## config.mk

```make
export PLATFORM = sky130hd
export DESIGN_NAME = modular_exponentiation_core
export DESIGN_NICKNAME = d
export VERILOG_FILES = /design/src/hw/rtl/mexp_pkg.sv /design/src/hw/rtl/mexp_modmul.sv /design/src/hw/rtl/mexp_seq.sv /design/src/hw/rtl/modular_exponentiation_core.sv
export SDC_FILE = /design/constraint.sdc
export NUM_CORES = 1
export LEC_CHECK = 0
export BUFFER_PORTS_ARGS = -buffer_cell sky130_fd_sc_hd__buf_4
export CAP_MARGIN = 20
export CORE_MARGIN = 1
export CORE_UTILIZATION = 35
export DETAILED_ROUTE_END_ITERATION = 10
export PLACE_DENSITY = 0.56
export SLEW_MARGIN = 30
export SYNTH_ARGS = -nofsm -noshare
export SYNTH_HDL_FRONTEND = slang
export SYNTH_SLANG_ARGS = --single-unit
```

## constraint.sdc

```tcl
create_clock -name clk_i -period 7 [get_ports clk_i]
set_input_delay 0.35 -clock clk_i [delete_from_list [all_inputs] [get_ports clk_i]]
set_output_delay 0.35 -clock clk_i [all_outputs]
set_load 0.01 [all_outputs]
```

## src/hw/rtl/mexp_pkg.sv

```systemverilog
// Shared definitions for the modular exponentiation core.
// Holds register reset values, configuration indexes and the sequencer state type.
// No dependencies.
`timescale 1ns / 1ps

package mexp_pkg;

  localparam int unsigned WIDTH_DEFAULT = 32;

  // Register reset values before truncation to the datapath width.
  localparam logic [63:0] MODULUS_RESET  = 64'd100760483;
  localparam logic [63:0] EXPONENT_RESET = 64'd18427;

  // Configuration register indexes.
  localparam int unsigned CFG_IDX_W = 1;
  localparam logic [CFG_IDX_W-1:0] CFG_MODULUS  = 1'b0;
  localparam logic [CFG_IDX_W-1:0] CFG_EXPONENT = 1'b1;

  // Exponentiation sequencer states, one-hot.
  typedef enum logic [4:0] {
    ST_IDLE   = 5'b00001,
    ST_REDUCE = 5'b00010,
    ST_SQUARE = 5'b00100,
    ST_MULT   = 5'b01000,
    ST_DONE   = 5'b10000
  } mexp_state_e;

endpackage

```

## src/hw/rtl/mexp_modmul.sv

```systemverilog
// Bit-serial modular multiplier: (a * b) mod m, one bit of b per cycle.
// Shared by base reduction, squaring and multiplying. Depends on mexp_pkg.
`timescale 1ns / 1ps

module mexp_modmul
  import mexp_pkg::*;
#(
  parameter int unsigned WIDTH = WIDTH_DEFAULT
) (
  input  logic             clk_i,
  input  logic             rst_ni,
  input  logic             start_i,
  input  logic [WIDTH-1:0] a_i,
  input  logic [WIDTH-1:0] b_i,
  input  logic [WIDTH-1:0] m_i,
  output logic             done_o,
  output logic [WIDTH-1:0] prod_o
);

  localparam int unsigned CW = $clog2(WIDTH);
  localparam logic [CW-1:0] CNT_TOP = CW'(WIDTH - 1);

  // (x + y) mod m for x, y < m; the extra bit keeps the carry.
  function automatic logic [WIDTH-1:0] add_mod(input logic [WIDTH-1:0] x,
                                               input logic [WIDTH-1:0] y,
                                               input logic [WIDTH-1:0] m);
    logic [WIDTH:0] s;
    s = {1'b0, x} + {1'b0, y};
    if (s >= {1'b0, m}) begin
      s = s - {1'b0, m};
    end
    return s[WIDTH-1:0];
  endfunction

  logic [WIDTH-1:0] a_q, a_d;
  logic [WIDTH-1:0] b_q, b_d;
  logic [WIDTH-1:0] r_q, r_d;
  logic [CW-1:0]    cnt_q, cnt_d;
  logic             busy_q, busy_d;
  logic             done_q, done_d;
  logic [WIDTH-1:0] dbl;

  assign dbl = add_mod(r_q, r_q, m_i);

  always_comb begin
    a_d    = a_q;
    b_d    = b_q;
    r_d    = r_q;
    cnt_d  = cnt_q;
    busy_d = busy_q;
    done_d = 1'b0;
    if (start_i) begin
      a_d    = a_i;
      b_d    = b_i;
      r_d    = '0;
      cnt_d  = CNT_TOP;
      busy_d = 1'b1;
    end else if (busy_q) begin
      // double, then add a when the top bit of b is set
      r_d = b_q[WIDTH-1] ? add_mod(dbl, a_q, m_i) : dbl;
      b_d = {b_q[WIDTH-2:0], 1'b0};
      if (cnt_q == '0) begin
        busy_d = 1'b0;
        done_d = 1'b1;
      end else begin
        cnt_d = cnt_q - CW'(1);
      end
    end
  end

  always_ff @(posedge clk_i or negedge rst_ni) begin
    if (!rst_ni) begin
      busy_q <= 1'b0;
      done_q <= 1'b0;
      cnt_q  <= '0;
    end else begin
      busy_q <= busy_d;
      done_q <= done_d;
      cnt_q  <= cnt_d;
    end
  end

  always_ff @(posedge clk_i) begin
    a_q <= a_d;
    b_q <= b_d;
    r_q <= r_d;
  end

  assign done_o = done_q;
  assign prod_o = r_q;

endmodule

```

## src/hw/rtl/mexp_seq.sv

```systemverilog
// Square-and-multiply sequencer: reduces the base, then walks the exponent
// from the top bit, issuing products to the shared multiplier. Depends on mexp_pkg.
`timescale 1ns / 1ps

module mexp_seq
  import mexp_pkg::*;
#(
  parameter int unsigned WIDTH = WIDTH_DEFAULT
) (
  input  logic             clk_i,
  input  logic             rst_ni,
  input  logic             in_valid_i,
  output logic             in_ready_o,
  input  logic [WIDTH-1:0] base_i,
  input  logic [WIDTH-1:0] modulus_i,
  input  logic [WIDTH-1:0] exponent_i,
  output logic             res_valid_o,
  input  logic             res_ready_i,
  output logic [WIDTH-1:0] res_o,
  output logic             mm_start_o,
  output logic [WIDTH-1:0] mm_a_o,
  output logic [WIDTH-1:0] mm_b_o,
  input  logic             mm_done_i,
  input  logic [WIDTH-1:0] mm_prod_i
);

  localparam int unsigned CW = $clog2(WIDTH);
  localparam logic [CW-1:0] IDX_TOP = CW'(WIDTH - 1);

  mexp_state_e      state_q, state_d;
  logic [WIDTH-1:0] acc_q, acc_d;
  logic [WIDTH-1:0] base_r_q, base_r_d;
  logic [CW-1:0]    idx_q, idx_d;
  logic [WIDTH-1:0] one_m;
  logic             mod_zero;

  assign mod_zero = (modulus_i == '0);
  // 1 mod m: zero when the modulus is one
  assign one_m    = (modulus_i == WIDTH'(1)) ? '0 : WIDTH'(1);

  always_comb begin
    state_d    = state_q;
    acc_d      = acc_q;
    base_r_d   = base_r_q;
    idx_d      = idx_q;
    mm_start_o = 1'b0;
    mm_a_o     = acc_q;
    mm_b_o     = acc_q;
    case (state_q)
      ST_IDLE: begin
        if (in_valid_i) begin
          idx_d = IDX_TOP;
          if (mod_zero) begin
            acc_d   = '0;
            state_d = ST_DONE;
          end else begin
            // reduce the base as one_m * base mod m
            acc_d      = one_m;
            mm_start_o = 1'b1;
            mm_a_o     = one_m;
            mm_b_o     = base_i;
            state_d    = ST_REDUCE;
          end
        end
      end
      ST_REDUCE: begin
        if (mm_done_i) begin
          base_r_d   = mm_prod_i;
          mm_start_o = 1'b1;
          state_d    = ST_SQUARE;
        end
      end
      ST_SQUARE: begin
        if (mm_done_i) begin
          acc_d = mm_prod_i;
          if (exponent_i[idx_q]) begin
            mm_start_o = 1'b1;
            mm_a_o     = mm_prod_i;
            mm_b_o     = base_r_q;
            state_d    = ST_MULT;
          end else if (idx_q == '0) begin
            state_d = ST_DONE;
          end else begin
            idx_d      = idx_q - CW'(1);
            mm_start_o = 1'b1;
            mm_a_o     = mm_prod_i;
            mm_b_o     = mm_prod_i;
          end
        end
      end
      ST_MULT: begin
        if (mm_done_i) begin
          acc_d = mm_prod_i;
          if (idx_q == '0) begin
            state_d = ST_DONE;
          end else begin
            idx_d      = idx_q - CW'(1);
            mm_start_o = 1'b1;
            mm_a_o     = mm_prod_i;
            mm_b_o     = mm_prod_i;
            state_d    = ST_SQUARE;
          end
        end
      end
      ST_DONE: begin
        if (res_ready_i) begin
          state_d = ST_IDLE;
        end
      end
      default: begin
        state_d = ST_IDLE;
      end
    endcase
  end

  always_ff @(posedge clk_i or negedge rst_ni) begin
    if (!rst_ni) begin
      state_q <= ST_IDLE;
      idx_q   <= '0;
    end else begin
      state_q <= state_d;
      idx_q   <= idx_d;
    end
  end

  always_ff @(posedge clk_i) begin
    acc_q    <= acc_d;
    base_r_q <= base_r_d;
  end

  assign in_ready_o  = (state_q == ST_IDLE);
  assign res_valid_o = (state_q == ST_DONE);
  assign res_o       = acc_q;

endmodule

```

## src/hw/rtl/modular_exponentiation_core.sv

```systemverilog
// Channel  Direction  Handshake                  Payload
// in       input      in_valid_i / in_ready_o    base_i
// out      output     out_valid_o / out_ready_i  result_o
// cfg      input      cfg_we_i                   cfg_idx_i, cfg_data_i
//
// The bit-serial modular multiplier, one bit per cycle, sets the time to a result: the
// sequencer reduces the base, then squares once per exponent bit and multiplies once
// per set bit. A zero modulus answers with zero without using the multiplier.
// Reset loads the modulus and exponent defaults; no clearing pass is needed.
// The result register frees the sequencer while out stalls; in stays low until
// the current item has moved into the result register.
// Depends on mexp_pkg, mexp_seq and mexp_modmul.
`timescale 1ns / 1ps

module modular_exponentiation_core
  import mexp_pkg::*;
#(
  parameter int unsigned WIDTH = WIDTH_DEFAULT
) (
  input  logic                 clk_i,
  input  logic                 rst_ni,
  input  logic                 in_valid_i,
  output logic                 in_ready_o,
  input  logic [WIDTH-1:0]     base_i,
  output logic                 out_valid_o,
  input  logic                 out_ready_i,
  output logic [WIDTH-1:0]     result_o,
  input  logic                 cfg_we_i,
  input  logic [CFG_IDX_W-1:0] cfg_idx_i,
  input  logic [WIDTH-1:0]     cfg_data_i
);

  logic [WIDTH-1:0] modulus_q, exponent_q;
  logic [WIDTH-1:0] result_q;
  logic             out_valid_q, out_valid_d;
  logic             res_valid, res_ready;
  logic [WIDTH-1:0] res;
  logic             mm_start, mm_done;
  logic [WIDTH-1:0] mm_a, mm_b, mm_prod;

  always_ff @(posedge clk_i or negedge rst_ni) begin
    if (!rst_ni) begin
      modulus_q  <= WIDTH'(MODULUS_RESET);
      exponent_q <= WIDTH'(EXPONENT_RESET);
    end else if (cfg_we_i) begin
      case (cfg_idx_i)
        CFG_MODULUS:  modulus_q  <= cfg_data_i;
        CFG_EXPONENT: exponent_q <= cfg_data_i;
        default: ;
      endcase
    end
  end

  mexp_seq #(
    .WIDTH(WIDTH)
  ) u_seq (
    .clk_i      (clk_i),
    .rst_ni     (rst_ni),
    .in_valid_i (in_valid_i),
    .in_ready_o (in_ready_o),
    .base_i     (base_i),
    .modulus_i  (modulus_q),
    .exponent_i (exponent_q),
    .res_valid_o(res_valid),
    .res_ready_i(res_ready),
    .res_o      (res),
    .mm_start_o (mm_start),
    .mm_a_o     (mm_a),
    .mm_b_o     (mm_b),
    .mm_done_i  (mm_done),
    .mm_prod_i  (mm_prod)
  );

  mexp_modmul #(
    .WIDTH(WIDTH)
  ) u_modmul (
    .clk_i  (clk_i),
    .rst_ni (rst_ni),
    .start_i(mm_start),
    .a_i    (mm_a),
    .b_i    (mm_b),
    .m_i    (modulus_q),
    .done_o (mm_done),
    .prod_o (mm_prod)
  );

  // Load the result register when it is empty or being drained.
  assign res_ready = !out_valid_q || out_ready_i;

  always_comb begin
    out_valid_d = out_valid_q;
    if (res_ready) begin
      out_valid_d = res_valid;
    end
  end

  always_ff @(posedge clk_i or negedge rst_ni) begin
    if (!rst_ni) begin
      out_valid_q <= 1'b0;
    end else begin
      out_valid_q <= out_valid_d;
    end
  end

  always_ff @(posedge clk_i) begin
    if (res_ready && res_valid) begin
      result_q <= res;
    end
  end

  assign out_valid_o = out_valid_q;
  assign result_o    = result_q;

endmodule

```

Yosys cells after proc, flatten, opt, wreduce, memory -nomap -nowiden:

Cells that the tools add are included.

* bits in registers: 274
* latch bits: 0
* memory bits (writable): 0
* ROM bits: 0
* bits of input ports: 70
* memories kept: 0

* add/subtract/negate cells: 6
* multiply operators: 0
* divide/modulo/power cells: 0
* magnitude comparators: 3
* eq/ne operators: 15
* shifts and indexed selects: 0
* mux-type cells: 57
* bitwise logic cells: 1
* reduce and logical (&&, ||, !) cells: 17

Operators with widths (number)
* $mux 32: 18
* $pmux 32 s3: 2
* $mux 5: 17
* $add 32x32->33: 2
* $ge 33x32->1: 2
* $pmux 32 s2: 1
* $sub 32x32->32: 2
* $eq 32x1->1 const B: 1
* $logic_not 32->1: 1
* $pmux 5 s5: 1
* $mux 1: 15
* $pmux 5 s3: 1
* $logic_not 5->1: 2
* $ne 2x1->1 const B: 5
* $sub 5x1->5 const B: 2
* $reduce_and 2->1: 4
* $lt 5x6->1 const B: 1
* $ne 2x2->1 const B: 3
* $reduce_and 6->1: 1
* $bmux 1 s5: 1
* $eq 5x1->1 const B: 1
* $eq 5x2->1 const B: 1
* $eq 5x3->1 const B: 1
* $eq 5x4->1 const B: 1
* 12 further kinds: 13

Depth between registers and ports, before layout:

* depth in word-level cells: 7
* mapped depth: 37
* mapped depth without buffers: 31

Cells and area by module:

From an unflattened synthesis, not the netlist that was laid out.

* cells, all modules: 1886
* area, all modules: 19208.4 um^2

Modules (own cells, without submodules)
* mexp_modmul: times used 1, cells an instance 1243, area an instance 10601.4 um^2, sequential area each 2737.6 um^2
* mexp_seq: times used 1, cells an instance 470, area an instance 5146.2 um^2, sequential area each 2173.3 um^2
* modular_exponentiation_core: times used 1, cells an instance 173, area an instance 3460.8 um^2, sequential area each 2617.5 um^2

Worst setup path after synthesis:

No wires, ideal clock.

* kind: reg-to-reg
* start: register modulus_q[26]
* end: register u_modmul.r_q[18], in the netlist u_modmul.prod_o[18]
* setup time: 0.194 ns
* arrival time: 7.086 ns
* required time: 6.806 ns
* slack: -0.280 ns
* cell stages (with the launch flop): 31
* buffers on the path: 5
* clock period less this slack: 7.280 ns
* cells stage by stage: dfstp_2 -> inv_1 -> ha_1 -> a21o_1 -> or4b_1 -> o31ai_2 -> a41o_1 -> buf_4 -> buf_6 -> mux2_1 -> ha_1 -> nand4_1 -> o21ai_0 -> a2111oi_0 -> a22oi_1 -> a31oi_1 -> o221ai_1 -> a31oi_1 -> xnor2_1 -> ha_1 -> clkbuf_1 -> nor2b_1 -> o21ai_0 -> a21oi_1 -> a211o_1 -> a221oi_1 -> nand3_2 -> buf_4 -> buf_2 -> o2111ai_1 -> a31oi_1

* cells in the longest elaborated chain, start to end: 6
* elaborated cells between the ends (all ways): 12

Ends and longest elaborated chain
* start: declaration: RTL line modular_exponentiation_core.sv:33 `logic [WIDTH-1:0] modulus_q, exponent_q;`
* start signal: assignment: RTL line modular_exponentiation_core.sv:43 `modulus_q <= WIDTH'(MODULUS_RESET);`
* start signal: assignment: RTL line modular_exponentiation_core.sv:47 `CFG_MODULUS: modulus_q <= cfg_data_i;`
* $ge 33x32->1 / $sub 32x32->32 (equally long branches): RTL line mexp_modmul.sv:29, mexp_modmul.sv:30
* $mux 32: RTL line mexp_modmul.sv:29 `if (s >= {1'b0, m}) begin`
* $add 32x32->33: RTL line mexp_modmul.sv:28 `s = {1'b0, x} + {1'b0, y};`
* $sub 32x32->32 / $ge 33x32->1 (equally long branches): RTL line mexp_modmul.sv:30, mexp_modmul.sv:29
* $mux 32: RTL line mexp_modmul.sv:29
* $mux 32: RTL line mexp_modmul.sv:60 `r_d = b_q[WIDTH-1] ? add_mod(dbl, a_q, m_i) : dbl;`
* end signal: assignment: RTL line mexp_modmul.sv:86 `r_q <= r_d;`
* end: declaration: RTL line mexp_modmul.sv:37 `logic [WIDTH-1:0] r_q, r_d;`

Parallel ways exist; a longest one is shown, timed or not.
A chain may end at the register's enable or synchronous reset.

Final worst setup path:

* start: register modulus_q[16]
* end: register u_modmul.r_q[0], in the netlist u_modmul.prod_o[0]

The elaborated chain is that of the path after synthesis.

==> out/summary.json <==
{
  "outcome": "finished, violations left",
  "failed_checks": "setup timing",
  "number_of_cells_after_detailed_placement": 2961,
  "final.setup.tns_ps": -4998,
  "post_route_cells_drive_above_1_share_pct": 35.73,
  "drtPass1Iterations": 5,
  "setup_ws_ps": -245.0,
  "slew_headroom_pct": 32.19,
  "postRouteWirelength_um": 64340,
  "asyncSetResetFlopFracSynth_pct": 29.93,
  "core_area_mm2": 0.05048,
  "critical_path.top_delay_family": "compound AO/OA/AOI/OAI gates",
  "final_hpwl_from_detailed_placement_um": 47420,
  "period_share_pct": 103.5,
  "synth_ff_type": "sky130_fd_sc_hd__edfxtp_1",
  "syn-cell-area_mm2": 0.01802,
  "syn_nets": 2072,
  "sequential_cell_area_fraction_in_the_yosys_report_pct": 41.79,
  "num_antenna_cells": 0,
  "post-place-ws_ps": -766.0,
  "hold_fails_final_rpt": 0,
  "worst_r2r_path_depth": 34,
  "final-max-slew-violation-count": 0,
  "tritoncts_clock_tree": "built",
  "buffer_ports.inserted": 103,
  "setup-violations-final": 31,
  "synthXorXnorAreaFrac_pct": 4.035,
  "timing.reg2reg.setup_slack_ps": -250,
  "yosys.area_share.adder_pct": 7.209,
  "grt_pass1_vias": 16560,
  "synth-simple-area-share_pct": 14.67,
  "final.setup_skew_ps": 16.19,
  "cp_data_arrival_time_ps": 7730,
  "htree_levels": 2,
  "gp_congestion": 0.9296,
  "numCtsBuffers": 35,
  "drtAntennaViolNets": 0,
  "path_class": "reg -> reg",
  "number_of_enable_type_register_cells_in_the_synthesized_netlist": 160,
  "floorplan.die_area_mm2": 0.05239,
  "whs_ps": 20.58,
  "critical_path.endpoint_type": "flip-flop",
  "clk_pin_slew_worst_paths_ps": 60,
  "die_height_um": 228.9,
  "grt_pass1_wl_um": 97640,
  "yosys_warnings": 0,
  "critical_path_depth": 34,
  "global_route.overflow_total": 0,
  "layoutNonFillerInstCount": 3079,
  "post_drt_wl_per_cell_um": 20.90,
  "clk_path_buf_depth": 3,
  "synth_cell_type_count": 83,
  "critical_path.startpoint_type": "flip-flop",
  "row_count": 82,
  "synth_mux_area_share_pct": 5.417,
  "route.vias.total": 16940,
  "grtUsageTotal_pct": 24.17,
  "count_of_state_elements_after_synthesis": 274,
  "clock-sinks": 274,
  "i_o_pin_total": 104,
  "hold_path_class": "in -> reg",
  "critical_path.max_stage_delay_ps": 550,
  "critPathBufInv": 7,
  "worstReg2RegEnd": "u_modmul.prod_o[0]",
  "detail_route.drc_violations": 0,
  "grt_max_degree": 68,
  "maxCapViolations": 0,
  "start_util_pct": 35.69,
  "vias_per_cell": 5.502,
  "finish.net_count": 2554,
  "worst_hold_path.num_cells": 3,
  "holdPathEnd": "modulus_q[24]",
  "clock_latency_ps": 560,
  "floorplan.die.width_um": 228.9,
  "first_iter_violations": 1232,
  "synthCells": 1900,
  "fillers": 4751,
  "final_period_minus_worst_setup_slack_ps": 7245,
  "synthesis.area_per_instance_um2": 9.482,
  "launch_instance_of_the_worst_register_to_register_path": "modulus_q[16]",
  "critical_path_required_ps": 7480,
  "area.growth.synth_to_final_pct": 38.53,
  "most-common-layout-cells": "sky130_fd_sc_hd__buf_4, sky130_fd_sc_hd__nand2_1, sky130_fd_sc_hd__o21ai_0",
  "cts_root_buf": "sky130_fd_sc_hd__clkbuf_16",
  "mostFrequentLayoutCell": "sky130_fd_sc_hd__buf_4",
  "synth_compound_area_share_pct": 22.93,
  "achievable_clock_frequency_mhz": 138.0,
  "grt_antenna_before_repair": 1,
  "largest_family_of_logic_cells_by_synthesized_area": "compound AO/OA/AOI/OAI gates",
  "rsz_0062_raised_after_global_routing": "yes",
  "worst_hold_startpoint": "cfg_data_i[24]",
  "worst_path_max_delay_cell": "sky130_fd_sc_hd__dfstp_2",
  "worst_margin_slew_ps": 1016,
  "path_max_fanout": 6
}
==> repair_timing <==
item / 4_1_cts / 5_1_grt
endpoints found under the setup margin: 32 / 32
cloned: 2 / 1
buffers inserted: 29 / 11
hold endpoints to repair: 28 / 0
pin swaps: 70 / 53
hold buffers: 12 / 0
resized for setup: 146 / 66
==> area by class of cell <==
class / instances / area, µm² / share of cell area [%]
clock buffer: 50 / 972.2 / 3.895
clock inverter: 12 / 115.1 / 0.4612
sequential: 274 / 7528 / 30.16
multi-input combinational: 1454 / 10910 / 43.70
tap: 672 / 840.8 / 3.369
timing repair buffer: 546 / 4325 / 17.33
inverter: 71 / 269.0 / 1.078
==> routing by layer <==
metal | track usage (%) | up-vias | wire length [µm]
li1 | - | 8024 | -
met1 | 34.89 | 8272 | 30670
met2 | 37.81 | 552 | 28600
met3 | 3.955 | 92 | 3816
met4 | 5.188 | 2 | 1230
met5 | 0 | - | 13
==> synthesized netlist by cell type (32+ instances only) <==
cell type | number | area share (%)
sky130_fd_sc_hd__dfrtp_1 | 57 | 7.9
sky130_fd_sc_hd__dfxtp_1 | 32 | 3.6
sky130_fd_sc_hd__edfxtp_1 | 160 | 27
sky130_fd_sc_hd__nand2_1 | 229 | 4.8
sky130_fd_sc_hd__ha_1 | 99 | 6.9
sky130_fd_sc_hd__nor2_1 | 129 | 2.7
sky130_fd_sc_hd__and2_1 | 39 | 1.4
sky130_fd_sc_hd__and3_1 | 44 | 1.5
sky130_fd_sc_hd__mux2_2 | 48 | 3.0
sky130_fd_sc_hd__xnor2_1 | 53 | 2.6
sky130_fd_sc_hd__nand3_1 | 32 | 0.89
sky130_fd_sc_hd__o21ai_0 | 191 | 5.3
sky130_fd_sc_hd__clkbuf_1 | 69 | 1.4
sky130_fd_sc_hd__inv_1 | 70 | 1.5
sky130_fd_sc_hd__a22oi_1 | 35 | 1.5
sky130_fd_sc_hd__o21ai_1 | 40 | 1.1
sky130_fd_sc_hd__a21oi_1 | 96 | 2.7
sky130_fd_sc_hd__a21o_1 | 35 | 1.5
==> logic make-up after synthesis <==
| family | Yosys count |
|---|---|
| buffers and inverters | 172 |
| DFF | 274 |
| AOI/OAI and AO/OA | 614 |
| and+or+nand+nor | 569 |
| adders and majority gates | 102 |
| muxes | 86 |
| xor gates and xnor gates | 83 |
==> metrics by stage <==
step / cell area (µm²) / utilization (%)
floorplan: 18070 / -
global placement: 22230 / 44.03
detailed placement: 22260 / 44.10
CTS: 24440 / 48.43
global route: 24960 / 49.44
finish: 24960 / 49.44
==> worst reg2reg max path: cells and delay by family (launching register included) <==
kind | cells | cell delay (ps)
muxes | 2 | 490
xor gates and xnor gates | 1 | 300
DFF | 1 | 550
and+or+nand+nor | 9 | 1780
AOI/OAI and AO/OA | 12 | 2190
buffers and inverters | 7 | 990
adders and majority gates | 3 | 870
==> sequential cells by signal, indices dropped and copies added, names as in the netlist, 32 cells and up <==
signal / cells
u_seq.res_o: 32
modulus_q: 32
u_modmul.b_q: 32
exponent_q: 32
u_modmul.a_q: 32
u_modmul.prod_o: 32
u_seq.base_r_q: 32
result_o: 32
==> worst max-delay path by stage <==
stage | start | end | slack, ps
floorplan | modulus_q[16] | u_modmul.prod_o[18] | 9
global placement | modulus_q[8] | u_modmul.prod_o[3] | -600
detailed placement | modulus_q[8] | u_modmul.prod_o[14] | -770
CTS | modulus_q[8] | u_modmul.prod_o[14] | -220
global route | modulus_q[16] | u_modmul.prod_o[4] | -490
finish | modulus_q[16] | u_modmul.prod_o[0] | -250
Power is not shown: default switching activity piles up to over one toggle a cycle in this logic, so the estimate is an artifact.
